==> config.mk <==
export PLATFORM = sky130hd
export DESIGN_NAME = nmea_gga_position_extractor_flat
export DESIGN_NICKNAME = d
export VERILOG_FILES = /design/src/rtl/nmea_gga_pkg.sv /design/src/rtl/nmea_gga_byte_if.sv /design/src/rtl/nmea_gga_pos_if.sv /design/src/rtl/nmea_gga_position_extractor.sv /design/src/rtl/nmea_gga_parser.sv /design/src/rtl/nmea_gga_out_buf.sv /design/src/flat_wrapper.sv
export SDC_FILE = /design/constraint.sdc
export NUM_CORES = 1
export LEC_CHECK = 0
export ABC_AREA = 1
export BUFFER_PORTS_ARGS = -buffer_cell sky130_fd_sc_hd__buf_2
export CORE_MARGIN = 8
export CORE_UTILIZATION = 26
export CTS_BUF_LIST = sky130_fd_sc_hd__clkbuf_16
export DETAILED_ROUTE_END_ITERATION = 10
export GPL_TIMING_DRIVEN = 0
export MAX_ROUTING_LAYER = met4
export PLACE_DENSITY = 0.45
export SLEW_MARGIN = 20
export SYNTH_ARGS = -nofsm -noshare
export SYNTH_HDL_FRONTEND = slang
export SYNTH_SLANG_ARGS = --single-unit
==> constraint.sdc <==
create_clock -name clk -period 3.2 [get_ports clk]
set_input_delay 0.32 -clock clk [delete_from_list [all_inputs] [get_ports clk]]
set_output_delay 0.32 -clock clk [all_outputs]
set_load 0.02 [all_outputs]
==> src/rtl/nmea_gga_pkg.sv <==
// ----------------------------------------------------------------------------
// nmea_gga_pkg
// Shared types and constants of the NMEA GGA position extractor.
// ----------------------------------------------------------------------------
package nmea_gga_pkg;

  // Default limit on characters kept per coordinate field
  localparam int FIELD_CHARS_DEFAULT = 15;

  // Fixed payload widths
  localparam int BYTE_W  = 8;
  localparam int KIND_W  = 2;
  localparam int INDEX_W = 4;

  // Field kind codes
  localparam logic [KIND_W-1:0] KIND_LAT_CHAR = 2'd0;
  localparam logic [KIND_W-1:0] KIND_LAT_HEM  = 2'd1;
  localparam logic [KIND_W-1:0] KIND_LON_CHAR = 2'd2;
  localparam logic [KIND_W-1:0] KIND_LON_HEM  = 2'd3;

  // ASCII characters the parser looks for
  localparam logic [BYTE_W-1:0] CHR_DOLLAR = 8'h24;
  localparam logic [BYTE_W-1:0] CHR_COMMA  = 8'h2C;
  localparam logic [BYTE_W-1:0] CHR_G      = 8'h47;
  localparam logic [BYTE_W-1:0] CHR_P      = 8'h50;
  localparam logic [BYTE_W-1:0] CHR_A      = 8'h41;
  localparam logic [BYTE_W-1:0] CHR_SPACE  = 8'h20;

  // One extracted position character
  typedef struct packed {
    logic [KIND_W-1:0]  field_kind;
    logic [BYTE_W-1:0]  char_value;
    logic [INDEX_W-1:0] char_index;
    logic               sentence_last;
  } pos_word_t;

  // Parser to output buffer: a word offered for storage
  typedef struct packed {
    logic      push;
    pos_word_t word;
  } pos_push_t;

endpackage

==> src/rtl/nmea_gga_byte_if.sv <==
// ----------------------------------------------------------------------------
// nmea_gga_byte_if
// Byte channel carrying the received NMEA stream.
// ----------------------------------------------------------------------------
interface nmea_gga_byte_if
  import nmea_gga_pkg::*;
();
  logic              valid;
  logic              ready;
  logic [BYTE_W-1:0] rx_byte;

  modport source (output valid, output rx_byte, input ready);
  modport sink   (input valid, input rx_byte, output ready);
endinterface

==> src/rtl/nmea_gga_pos_if.sv <==
// ----------------------------------------------------------------------------
// nmea_gga_pos_if
// Result channel carrying extracted position characters.
// ----------------------------------------------------------------------------
interface nmea_gga_pos_if
  import nmea_gga_pkg::*;
();
  logic               valid;
  logic               ready;
  logic [KIND_W-1:0]  field_kind;
  logic [BYTE_W-1:0]  char_value;
  logic [INDEX_W-1:0] char_index;
  logic               sentence_last;

  modport source (output valid, output field_kind, output char_value,
                  output char_index, output sentence_last, input ready);
  modport sink   (input valid, input field_kind, input char_value,
                  input char_index, input sentence_last, output ready);
endinterface

==> src/rtl/nmea_gga_position_extractor.sv <==
// ----------------------------------------------------------------------------
// nmea_gga_position_extractor
// Pulls latitude and longitude characters out of NMEA GGA sentences.
// ----------------------------------------------------------------------------
// Feed the raw NMEA byte stream in on rx, one byte per word. The block hunts
// for '$', checks the header "GPGGA,", skips the time field and then sends
// out on pos the latitude characters, the latitude hemisphere byte, the
// longitude characters and the longitude hemisphere byte, the last marked
// with sentence_last. Commas that end a coordinate field are never sent,
// and characters beyond FIELD_CHARS in one field are dropped. rx accepts a
// word every cycle while pos keeps draining, and an accepted byte reaches
// pos through the input register and then the output register. A stalled
// pos fills a two-word output buffer before rx is held off.
// ----------------------------------------------------------------------------
module nmea_gga_position_extractor
  import nmea_gga_pkg::*;
#(
  parameter int FIELD_CHARS = FIELD_CHARS_DEFAULT
) (
  input  logic           clk,
  input  logic           rst,
  nmea_gga_byte_if.sink  rx,
  nmea_gga_pos_if.source pos
);

  pos_push_t offer;
  logic      room;

  // Parse: register the byte, step the sentence state machine
  nmea_gga_parser #(
    .FIELD_CHARS (FIELD_CHARS)
  ) u_parser (
    .clk   (clk),
    .rst   (rst),
    .rx    (rx),
    .room  (room),
    .offer (offer)
  );

  // Hold results until the consumer takes them
  nmea_gga_out_buf u_out_buf (
    .clk   (clk),
    .rst   (rst),
    .offer (offer),
    .room  (room),
    .pos   (pos)
  );

endmodule

==> src/rtl/nmea_gga_parser.sv <==
// ----------------------------------------------------------------------------
// nmea_gga_parser
// Input register and sentence state machine; offers one word per byte at most.
// ----------------------------------------------------------------------------
module nmea_gga_parser
  import nmea_gga_pkg::*;
#(
  parameter int FIELD_CHARS = FIELD_CHARS_DEFAULT
) (
  input  logic                 clk,
  input  logic                 rst,
  nmea_gga_byte_if.sink        rx,
  input  logic                 room,
  output pos_push_t            offer
);

  localparam int CW = $clog2(FIELD_CHARS + 1);
  localparam int EW = (CW > INDEX_W) ? CW : INDEX_W;

  localparam logic [3:0] PH_HUNT      = 4'd0;
  localparam logic [3:0] PH_HDR_G1    = 4'd1;
  localparam logic [3:0] PH_HDR_P     = 4'd2;
  localparam logic [3:0] PH_HDR_G2    = 4'd3;
  localparam logic [3:0] PH_HDR_G3    = 4'd4;
  localparam logic [3:0] PH_HDR_A     = 4'd5;
  localparam logic [3:0] PH_HDR_COMMA = 4'd6;
  localparam logic [3:0] PH_SKIP_TIME = 4'd7;
  localparam logic [3:0] PH_LAT       = 4'd8;
  localparam logic [3:0] PH_LAT_HEM   = 4'd9;
  localparam logic [3:0] PH_SKIP_MID  = 4'd10;
  localparam logic [3:0] PH_LON       = 4'd11;
  localparam logic [3:0] PH_LON_HEM   = 4'd12;

  logic              in_valid;
  logic [BYTE_W-1:0] in_byte;
  logic [3:0]        phase;
  logic [3:0]        phase_next;
  logic [CW-1:0]     count;
  logic [CW-1:0]     count_next;
  logic [EW-1:0]     count_wide;
  logic [BYTE_W-1:0] hdr_char;
  logic              fire;
  logic              emit;
  pos_word_t         word;

  assign fire     = in_valid && room;
  assign rx.ready = !in_valid || fire;

  // Hold the received byte until the parser can take it
  always_ff @(posedge clk) begin
    if (rst) begin
      in_valid <= 1'b0;
    end else if (rx.ready) begin
      in_valid <= rx.valid;
    end
    if (rx.ready && rx.valid) begin
      in_byte <= rx.rx_byte;
    end
  end

  // Expected header character for each header phase
  always_comb begin
    unique case (phase)
      PH_HDR_G1:    hdr_char = CHR_G;
      PH_HDR_P:     hdr_char = CHR_P;
      PH_HDR_G2:    hdr_char = CHR_G;
      PH_HDR_G3:    hdr_char = CHR_G;
      PH_HDR_A:     hdr_char = CHR_A;
      PH_HDR_COMMA: hdr_char = CHR_COMMA;
      default:      hdr_char = CHR_SPACE;
    endcase
  end

  assign count_wide = EW'(count);

  always_comb begin
    phase_next         = phase;
    count_next         = count;
    emit               = 1'b0;
    word.field_kind    = KIND_LAT_CHAR;
    word.char_value    = in_byte;
    word.char_index    = '0;
    word.sentence_last = 1'b0;
    unique case (phase)
      PH_HUNT: begin
        if (in_byte == CHR_DOLLAR) phase_next = PH_HDR_G1;
      end
      PH_HDR_G1, PH_HDR_P, PH_HDR_G2, PH_HDR_G3, PH_HDR_A, PH_HDR_COMMA: begin
        if (in_byte == hdr_char) begin
          phase_next = phase + 4'd1;
        end else if (in_byte == CHR_DOLLAR) begin
          phase_next = PH_HDR_G1;
        end else begin
          phase_next = PH_HUNT;
        end
      end
      PH_SKIP_TIME, PH_SKIP_MID: begin
        if (in_byte == CHR_COMMA) begin
          phase_next = (phase == PH_SKIP_TIME) ? PH_LAT : PH_LON;
          count_next = '0;
        end
      end
      PH_LAT, PH_LON: begin
        word.field_kind = (phase == PH_LAT) ? KIND_LAT_CHAR : KIND_LON_CHAR;
        word.char_index = count_wide[INDEX_W-1:0];
        if (in_byte == CHR_COMMA) begin
          phase_next = (phase == PH_LAT) ? PH_LAT_HEM : PH_LON_HEM;
          count_next = '0;
        end else if (count < CW'(FIELD_CHARS)) begin
          emit       = 1'b1;
          count_next = count + CW'(1);
        end
      end
      PH_LAT_HEM: begin
        emit            = 1'b1;
        word.field_kind = KIND_LAT_HEM;
        phase_next      = PH_SKIP_MID;
      end
      PH_LON_HEM: begin
        emit               = 1'b1;
        word.field_kind    = KIND_LON_HEM;
        word.sentence_last = 1'b1;
        phase_next         = PH_HUNT;
        count_next         = '0;
      end
      default: begin
        phase_next = PH_HUNT;
        count_next = '0;
      end
    endcase
  end

  // Advance the state machine once per consumed byte
  always_ff @(posedge clk) begin
    if (rst) begin
      phase <= PH_HUNT;
      count <= '0;
    end else if (fire) begin
      phase <= phase_next;
      count <= count_next;
    end
  end

  assign offer.push = fire && emit;
  assign offer.word = word;

endmodule

==> src/rtl/nmea_gga_out_buf.sv <==
// ----------------------------------------------------------------------------
// nmea_gga_out_buf
// Two-word output register with skid slot; room depends on registers only.
// ----------------------------------------------------------------------------
module nmea_gga_out_buf
  import nmea_gga_pkg::*;
(
  input  logic            clk,
  input  logic            rst,
  input  pos_push_t       offer,
  output logic            room,
  nmea_gga_pos_if.source  pos
);

  logic      head_valid;
  pos_word_t head;
  logic      skid_valid;
  pos_word_t skid;
  logic      pop;

  assign pop  = head_valid && pos.ready;
  assign room = !skid_valid;

  always_ff @(posedge clk) begin
    if (rst) begin
      head_valid <= 1'b0;
      skid_valid <= 1'b0;
    end else begin
      if (pop) begin
        if (skid_valid) begin
          head       <= skid;
          skid_valid <= offer.push;
          skid       <= offer.word;
        end else begin
          head_valid <= offer.push;
          head       <= offer.word;
        end
      end else if (offer.push) begin
        if (!head_valid) begin
          head_valid <= 1'b1;
          head       <= offer.word;
        end else begin
          skid_valid <= 1'b1;
          skid       <= offer.word;
        end
      end
    end
  end

  assign pos.valid         = head_valid;
  assign pos.field_kind    = head.field_kind;
  assign pos.char_value    = head.char_value;
  assign pos.char_index    = head.char_index;
  assign pos.sentence_last = head.sentence_last;

endmodule
==> src/flat_wrapper.sv <==
// flat-port wrapper written by rule: the top's interface ports become plain ports
module nmea_gga_position_extractor_flat import nmea_gga_pkg::*;
#(
  parameter int FIELD_CHARS = FIELD_CHARS_DEFAULT
)
  (clk, rst, rx_valid, rx_rx_byte, rx_ready, pos_valid, pos_field_kind, pos_char_value, pos_char_index, pos_sentence_last, pos_ready);
  nmea_gga_byte_if rx_i ();
  nmea_gga_pos_if pos_i ();
  input  logic clk;
  input  logic rst;
  input wire logic [$bits(rx_i.valid)-1:0] rx_valid;
  input wire logic [$bits(rx_i.rx_byte)-1:0] rx_rx_byte;
  output wire logic [$bits(rx_i.ready)-1:0] rx_ready;
  output wire logic [$bits(pos_i.valid)-1:0] pos_valid;
  output wire logic [$bits(pos_i.field_kind)-1:0] pos_field_kind;
  output wire logic [$bits(pos_i.char_value)-1:0] pos_char_value;
  output wire logic [$bits(pos_i.char_index)-1:0] pos_char_index;
  output wire logic [$bits(pos_i.sentence_last)-1:0] pos_sentence_last;
  input wire logic [$bits(pos_i.ready)-1:0] pos_ready;
  assign rx_i.valid = rx_valid;
  assign rx_i.rx_byte = rx_rx_byte;
  assign rx_ready = rx_i.ready;
  assign pos_valid = pos_i.valid;
  assign pos_field_kind = pos_i.field_kind;
  assign pos_char_value = pos_i.char_value;
  assign pos_char_index = pos_i.char_index;
  assign pos_sentence_last = pos_i.sentence_last;
  assign pos_i.ready = pos_ready;
  nmea_gga_position_extractor #(.FIELD_CHARS(FIELD_CHARS)) u_core (.clk(clk), .rst(rst), .rx(rx_i), .pos(pos_i));
endmodule
======== Word-level counts from Yosys, hierarchy flattened ========
Index checks and enable logic that the tools add are counted.
word-level totals
  flip-flop bits (word level) ............. 49
  bits in latches ......................... 0
  RAM bits ................................ 0
  memory bits (read-only) ................. 0
  output and inout port bits .............. 17
  word-level logic and storage cells ...... 98
  memories ................................ 0
operators by class
  add/sub/neg operators ................... 2
  multipliers ............................. 0
  div/mod/pow operators ................... 0
  $lt $le $gt $ge ......................... 1
  eq/ne operators ......................... 22
  shift operators ......................... 0
  muxes and demuxes ....................... 35
  bitwise gates (word level) .............. 2
  reductions and logical operators ........ 22
operator list
  cell                                                  number
  2-to-1 mux 15 bit                                     8
  2-to-1 mux 4 bit                                      8
  case mux 7 bit (4 select lines)                       1
  equality test 4 bit (second input constant)           5
  case mux 4 bit (5 select lines)                       1
  equality test 4 x 3 -> 1 bit (second input constant)  4
  equality test 8 x 6 -> 1 bit (second input constant)  2
  case mux 4 bit (3 select lines)                       1
  AND reduction 4 bit                                   3
  2-to-1 mux 1 bit                                      11
  inequality test 2 bit (second input constant)         5
  adder 4 x 1 -> 4 bit (second input constant)          2
  equality test 4 x 2 -> 1 bit (second input constant)  2
  equality test 8 bit                                   1
  OR reduction 8 bit                                    1
  case mux 2 bit (3 select lines)                       1
  OR reduction 2 bit                                    3
  OR reduction 6 bit                                    1
  equality test 4 x 1 -> 1 bit (second input constant)  1
  logical AND 1 bit                                     4
  zero test 4 bit                                       1
  less-than comparator 4 bit (second input constant)    1
  2-to-1 mux 2 bit                                      2
  AND reduction 2 bit                                   2
  10 further kinds                                      13

======== Longest topological paths before layout ========
Gate-level depths: netlist (run 1).
  depth after elaboration ................. 7
  gate-level depth with buffers ........... 16
  mapped depth without buffers ............ 16

======== By module ========
From an unflattened synthesis (run 1), not the netlist that was laid out.
second synthesis, totals
  cells, all modules ...................... 263
  area total of the unflattened synthesis .. 2468.6 sq um
by module, submodules not included
  module            times used  cells each  area an instance (sq um)  sequential area each (sq um)
  nmea_gga_out_buf  1           98          1252.5                    940.9
  nmea_gga_parser   1           165         1216.2                    420.4

======== Worst setup path before layout (run 1) ========
No wires, ideal clock.
  kind .................................... flip-flop to flip-flop
  start point ............................. register u_core.u_parser.phase[0]
  end point ............................... register u_core.u_out_buf.skid[0] in the netlist's numbering, enable pin
  library setup time ...................... 392 ps
  data arrival time ....................... 2127 ps
  required time ........................... 2808 ps
  slack ................................... 681 ps
  cell stages (with the launch flop) ...... 13
  path buffers ............................ 0
  path through ............................ dfxtp_1 inv_1 ha_1 inv_1 nor3_2 inv_2 nand2_1 inv_1 o21ai_1 nand2_1 nand2_1 nand2_1 a21oi_1
between the ends
  longest elaborated chain between the ends .. 6
  elaborated cells between the ends (all ways) .. 10
RTL lines
  element                                   line                    text
  from (decl)                               nmea_gga_parser.sv:36   logic [3:0] phase;
  from (signal assigned)                    nmea_gga_parser.sv:139  phase <= phase_next;
  equality test 4 bit                       nmea_gga_parser.sv:84   unique case (phase)
  OR reduction 2 bit (on tied branches)     -
  case mux 1 bit (2 select lines) (*)       nmea_gga_parser.sv:84
  logical AND 1 bit (*)                     nmea_gga_parser.sv:144  assign offer.push = fire && emit;
  nonzero test 2 bit (no source line) (*)   -
  AND reduction 4 bit (no source line) (*)  -
  to (signal assigned)                      nmea_gga_out_buf.sv:33  skid <= offer.word;
  to (signal assigned)                      nmea_gga_out_buf.sv:44  skid <= offer.word;
  to (decl)                                 nmea_gga_out_buf.sv:18  pos_word_t skid;
Every way passes the cells marked *; elsewhere a longest branch is shown, timed or not.
A chain may end at the register's enable or synchronous reset.

======== Worst setup path in the final report (run 1) ========
  start point ............................. register u_core.u_parser.phase[0]
  end point ............................... register u_core.u_out_buf.skid[6] in the netlist's numbering, enable pin
The elaborated chain is that of the path after synthesis.

==> results.txt, run 1 <==
Status: complete, no violations
# port buffers: 27
Avg WL per Cell: 11.8 um
CTS tree: built
Max Freq: 372 MHz
FP Rows: 35
Crit path launch: u_core.u_parser.phase[0]$_SDFFE_PP0P_
Setup WS post-layout: 0.509 ns
Hold_ws: 0.203 ns
Initial Util: 26.7%
Initial antenna violation count: 0
CTS Buf Count: 5
Critical path depth: 12
Pre-CTS setup slack: 0.419 ns
CP required: 3.12 ns
Peak supply drop: 0.176 mV
Reg2Reg Setup Slack: 0.51 ns
Fin. Hold Viols: 0
Total grt overflow: 0
Max-slew violation count: 0
Hold path start: rx_rx_byte[2]
Sequential share of the synthesized area: 55.1%
Routed via count: 1767
Ports: 29
RR Startpoint: u_core.u_parser.phase[0]$_SDFFE_PP0P_
Critical Path AT: 2.61 ns
Clk pin slew, worst setup/hold paths: 0.07 ns
Crit-path leading delay family: compound AO/OA/AOI/OAI gates
Post-layout nets: 318
# DRC: 0
Distinct cell type count after synthesis: 31
Die width: 113 um
FFs w/ async S/R, synth: 0%
#FFs+latches synth: 49
Hold Crit Class: input pin to register
Initial DRC count: 100
Syn Nets: 284
CP startpoint kind: register
Placed Instances: 423
Clock Skews: 0.00825 ns
Max-cap check violation count: 0
Worst Tran Pin Value: 0.998 ns
Pwr dens: 429 nW/um2
Die Y-Extent: 113 um
Pre-antenna DRT Iters: 4
RePlAce Congestion: 0.805
Worst path max stage delay: 0.61 ns
Fin crit share: 84.1%
Antenna Cells: 0
Die area: 12900 um2
Hpwl dp: 4070 um
Final Util: 31.6%
Placed Area: 2770 um2
Synth-to-Final Area Change: 18.2%
Share of cells above drive strength 1: 22.5%
Critical Path Fanout Max: 15
Tot Pwr: 1.25 mW
CTS resizes: 0
Post-synth EDFFs: 38
Clk buf depth: 2
Post-synth top flop: edfxtp_1
Slew headroom: 33.5%
First-pass GRT wire length: 8590 um
Antenna Violating Nets Remaining: 0
Max H-tree Level: 2
Detailed Route WL: 5080 um
Crit-path most repeated cell: nand2_1
Commonest non-fill, non-tap cell in the layout: nand2_1
RSZ-0062 raised after global routing: false
Critical-path top delay cell: a21oi_2
Buf/Inv on CP: 4
Cell area after layout: 2920 um2
Final setup viols: 0
Fillers: 977
Leak: 1.22 nW
Largest net degree at the start of global routing: 17
Post-CTS Setup Bufs: 0
Mapped Cells: 267
Critical Path End Type: register
Non-Filler Instances: 431
Total negative slack: 0 ns
Clock sinks: 49
Worst-Skew Late Latency: 0.29 ns
Core area: 9240 um2
Syn avg cell area: 9.26 um2
Yosys warns: 0
Synthesized area: 2470 um2
DR vias/cell: 4.10
Most frequent cells in the layout: nand2_1, edfxtp_1, inv_1
Worst Setup EP: u_core.u_out_buf.skid[6]$_DFFE_PP_
Worst Reg2Reg Path Length in Cells: 12
CTS Root Cell: clkbuf_16
RR Endpoint: u_core.u_out_buf.skid[6]$_DFFE_PP_
Total Routing Usage GR: 8.65%
Crit path kind: register to register
Hold buffers post-CTS: 0
Worst-path cell chain: inv_1 > ha_1 > inv_1 > nor3_2 > inv_2 > nand2_1 > inv_1 > o21ai_1 > nand2_1 > nand2_1 > nand2_1 > a21oi_2
Vias in the first global route: 1745
Crit path time final: 2.69 ns
[synthesized netlist by cell type, types with 2 or more instances]
cell / number / share of area, %
nand2_1: 66 / 10
nor2_4: 3 / 1.4
nor2_2: 3 / 0.76
nand2_2: 2 / 0.51
nand2_4: 2 / 0.91
ha_1: 5 / 2.5
clkbuf_1: 3 / 0.46
nand3_2: 4 / 1.6
o21ai_0: 13 / 2.6
a21oi_2: 2 / 0.71
nand3_1: 17 / 3.4
a21oi_1: 8 / 1.6
nand4_1: 2 / 0.51
a31oi_1: 2 / 0.51
xor2_1: 2 / 0.71
nor2_1: 22 / 3.3
inv_2: 7 / 1.1
o21ai_1: 8 / 1.6
inv_1: 36 / 5.5
edfxtp_1: 38 / 46
dfxtp_1: 11 / 8.9
o21ai_2: 2 / 0.71
[worst min-delay path by stage]
stage	endpoint	slack (ns)	cells past startpoint
2_1_floorplan	u_core.u_parser.in_byte[0]$_DFFE_PP_	0.42	0
6_report	u_core.u_parser.in_byte[2]$_DFFE_PP_	0.20	1
3_5_place_dp	u_core.u_out_buf.skid[5]$_DFFE_PP_	0.43	0
5_1_grt	u_core.u_parser.in_byte[7]$_DFFE_PP_	0.19	1
4_1_cts	u_core.u_parser.in_byte[2]$_DFFE_PP_	0.20	1
3_3_place_gp	u_core.u_out_buf.skid[5]$_DFFE_PP_	0.44	0
[cell type report]
class,count,area [um2],area share [%]
multi-input cells,170,928,31.8
flip-flops and latches,49,1360,46.6
repair buffers,27,135,4.63
well taps,129,161,5.53
inverters,44,165,5.66
plain buffers,4,22.5,0.771
clock buffers,5,125,4.28
clock inverters,3,21.3,0.728
[cell families after synthesis]
| family | share of synthesized area, % |
|---|---|
| xor+xnor | 0.709 |
| buf+inv | 7.59 |
| flops | 55.1 |
| fa+ha+maj | 2.53 |
| simple gates | 26.3 |
| compound gates | 7.80 |
[worst reg2reg max path, cell delays in order, from the launching register on]
cell	delay, ns
dfxtp_1	0.36
inv_1	0.10
ha_1	0.32
inv_1	0.14
nor3_2	0.21
inv_2	0.09
nand2_1	0.08
inv_1	0.06
o21ai_1	0.09
nand2_1	0.11
nand2_1	0.07
nand2_1	0.08
a21oi_2	0.61
[sequential cells by signal, indices dropped and copies added, names as in the netlist]
signal                              cells
u_core.u_parser.in_byte                 8
u_core.u_out_buf.skid_valid             1
u_core.u_out_buf.pos.char_value         8
u_core.u_out_buf.pos.sentence_last      1
u_core.u_parser.count                   4
u_core.u_parser.in_valid                1
u_core.u_out_buf.pos.valid              1
u_core.u_parser.phase                   4
u_core.u_out_buf.pos.char_index         4
u_core.u_out_buf.pos.field_kind         2
u_core.u_out_buf.skid                  15
[routing by layer]
| layer | part of all wire, % | up-vias | GRT usage [%] | wire [um] |
|---|---|---|---|---|
| met1 | 48 | 788 | 10.1 | 2440 |
| met5 | 0 | - | - | 0 |
| met3 | 3.5 | 8 | 2.01 | 178 |
| met4 | 1.9 | 0 | 4.00 | 98 |
| met2 | 47 | 29 | 13.9 | 2360 |
| li1 | - | 942 | - | - |
[power by group]
part           total [mW]  internal, mW  switching, mW
registers           0.696         0.689        0.00764
logic              0.0354        0.0129         0.0225
clock network       0.520         0.291          0.229
total                1.25         0.993          0.259
No activity file was read; power rests on OpenSTA's default activity.
==> run 2: changes to the inputs <==
==> constraint.sdc (replaced) <==
create_clock -name clk -period 2.6 [get_ports clk]
set_input_delay 0.26 -clock clk [delete_from_list [all_inputs] [get_ports clk]]
set_output_delay 0.26 -clock clk [all_outputs]
set_load 0.02 [all_outputs]
==> run 2 against run 1 <==
Against the previous run:
- critical path depth grew 1
- register-to-register slack lost 0.19 ns
- setup slack lost 0.19 ns
- wire length grew 0.83%
- utilization grew 0.60 points
- hold slack lost 0.061 ns
==> results.txt, run 2 (synthesis results as in run 1) <==
RSZ-0062 raised after global routing: false
Critical Path Fanout Max: 15 (unchanged)
Gate power share: 2.8% (about the same)
Internal cell power: 1.22 mW (+23%)
Detailed Route WL: 5120 um (+0.83%)
Die Y-Extent: 113 um (unchanged)
Die area: 12900 um2 (unchanged)
Placed Area: 2770 um2 (unchanged)
Avg WL per Cell: 11.8 um (+0.36%)
Status: complete, no violations
Peak supply drop: 0.218 mV (+24%)
Hold buffers post-CTS: 0 (unchanged)
Synth-to-Final Area Change: 20.4%
RePlAce Congestion: 0.805 (unchanged)
Routed met2 length: 2420 um (+2.6%)
Clk pin slew, worst setup/hold paths: 0.07 ns (about the same)
Worst path max stage delay: 0.36 ns (-0.25 ns)
Worst-Skew Late Latency: 0.29 ns (about the same)
Post-layout nets: 320 (+0.63%)
Commonest non-fill, non-tap cell in the layout: nand2_1
FP Rows: 35 (unchanged)
Clk buf depth: 2 (unchanged)
DR vias/cell: 4.14 (+1.0%)
Slew headroom: 32.7% (-0.77 points)
Top Layer Used: met4
Core area: 9240 um2 (unchanged)
CP required: 2.60 ns (-0.52 ns)
Placed Instances: 423 (unchanged)
Clock Power Share: 41.6% (about the same)
Clock sinks: 49 (unchanged)
# DRC: 0 (unchanged)
Worst Reg2Reg Path Length in Cells: 13 (+1)
Hold path depth: 1 (unchanged)
CP startpoint kind: register
Critical path depth: 13 (+1)
CTS Root Cell: clkbuf_16
Fin. Hold Viols: 0 (unchanged)
Total Routing Usage GR: 8.69% (+0.035 points)
Critical-path top delay cell: dfxtp_1
Clock Skews: 0.00881 ns (+0.000552 ns)
Cell area after layout: 2980 um2 (+1.9%)
Non-Filler Instances: 433 (+0.46%)
Net Switching: 0.321 mW (+24%)
CTS tree: built
Top reg by flops: u_core.u_out_buf.skid
Max-slew violation count: 0 (unchanged)
Hpwl dp: 4070 um (unchanged)
Antenna Cells: 0 (unchanged)
Largest net degree at the start of global routing: 17 (unchanged)
Die width: 113 um (unchanged)
Initial antenna violation count: 0 (unchanged)
Most frequent cells in the layout: nand2_1, edfxtp_1, inv_1
Hold Crit Class: input pin to register
Worst-path cell chain: inv_1 > ha_2 > inv_1 > nor3_2 > inv_2 > nand2_1 > inv_1 > o21ai_1 > nand2_1 > nand2_1 > nand2_1 > a21oi_4 > buf_12
Initial DRC count: 108 (+8.0%)
WL met3: 218 um (+22%)
Buf/Inv on CP: 5 (+1)
Sequential Power Share: 55.6% (about the same)
Reg2Reg Setup Slack: 0.32 ns (-0.19 ns)
Max Freq: 439 MHz (+18%)
Pre-antenna DRT Iters: 4 (unchanged)
Total grt overflow: 0 (unchanged)
Leak: 1.23 nW (+1.2%)
Crit path time final: 2.28 ns (-0.414 ns)
Share of cells above drive strength 1: 23.4% (+0.84 points)
Critical Path AT: 2.28 ns (-0.33 ns)
Vias in the first global route: 1753 (+0.46%)
Met1 WL: 2380 um (-2.4%)
Crit-path leading delay family: simple AND/OR/NAND/NOR gates
Max H-tree Level: 2 (unchanged)
Initial Util: 26.7% (unchanged)
Worst Tran Pin Value: 1.01 ns (+0.0116 ns)
Critical Path End Type: register
Max-cap check violation count: 0 (unchanged)
Switching share of power: 20.8% (+0.088 points)
Final setup viols: 0 (unchanged)
Largest register FFs: 15 (unchanged)
CTS Buf Count: 5 (unchanged)
Fin crit share: 87.6% (+3.5 points)
Crit-path most repeated cell: nand2_1
First-pass GRT wire length: 8630 um (+0.41%)
# port buffers: 27 (unchanged)
Ports: 29 (unchanged)
Pwr dens: 518 nW/um2 (+21%)
Antenna Violating Nets Remaining: 0 (unchanged)
Routed via count: 1793 (+1.5%)
Crit path kind: register to register
run 2: path summary, 6_finish.rpt:
check,start,to
worst max-delay path,u_core.u_parser.phase[0]$_SDFFE_PP0P_,u_core.u_out_buf.skid[10]$_DFFE_PP_
worst min-delay path,rx_rx_byte[2],u_core.u_parser.in_byte[2]$_DFFE_PP_
worst min register to register,u_core.u_parser.in_byte[0]$_DFFE_PP_,u_core.u_out_buf.skid[5]$_DFFE_PP_
worst max register to register,u_core.u_parser.phase[0]$_SDFFE_PP0P_,u_core.u_out_buf.skid[10]$_DFFE_PP_
run 2: metrics by stage:
step | utilization [%] | hold slack (ns) | total power [mW] | setup slack (ns) | TNS, ns
after floorplan | - | 0.359 | 0.899 | 0.0813 | 0
after global placement | 30.0 | 0.438 | 0.918 | -0.590 | -15.09
after detailed placement | 30.0 | 0.434 | 0.919 | -0.181 | -4.67
after CTS | 31.8 | 0.136 | 1.57 | 0.0837 | 0
after global routing | 32.2 | 0.135 | 1.60 | 0.134 | 0
final | 32.2 | 0.141 | 1.54 | 0.323 | 0
run 2: power groups by stage:
stage / combinational [mW] / clock [mW] / sequential [mW]
finish: 0.0435 / 0.642 / 0.857
global route: 0.0500 / 0.691 / 0.858
CTS: 0.0446 / 0.664 / 0.857
detailed placement: 0.0444 / 0 / 0.875
global placement: 0.0436 / 0 / 0.874
floorplan: 0.0276 / 0 / 0.871
run 2: final cells by class:
class                           count  area (um2)
Clock inverter                      3        21.3
Clock buffer                        5         125
Sequential cell                    49        1360
Fill cell                         975        6260
Inverter                           44         165
Timing Repair Buffer               29         175
Tap cell                          129         161
Multi-Input combinational cell    170         943
Buffer                              4        22.5
run 2: routing by layer:
layer | vias to the layer above | track usage (%)
met5 | - | -
met4 | 0 | 4.00
met3 | 8 | 2.01
met2 | 35 | 14.0
met1 | 804 | 10.1
li1 | 946 | -
run 2: worst reg2reg max path: stages (launching register included):
cell and delay (ns):
dfxtp_1 0.36, inv_1 0.10, ha_2 0.27, inv_1 0.11
nor3_2 0.20, inv_2 0.09, nand2_1 0.08, inv_1 0.06
o21ai_1 0.09, nand2_1 0.11, nand2_1 0.08, nand2_1 0.12
a21oi_4 0.16, buf_12 0.16
run 2: what timing repair did:
item | in CTS | in global routing
gates resized for setup | 3 | 0
setup endpoints to repair | 30 | 30
pin swaps | 0 | 1
buffers inserted | 0 | 2
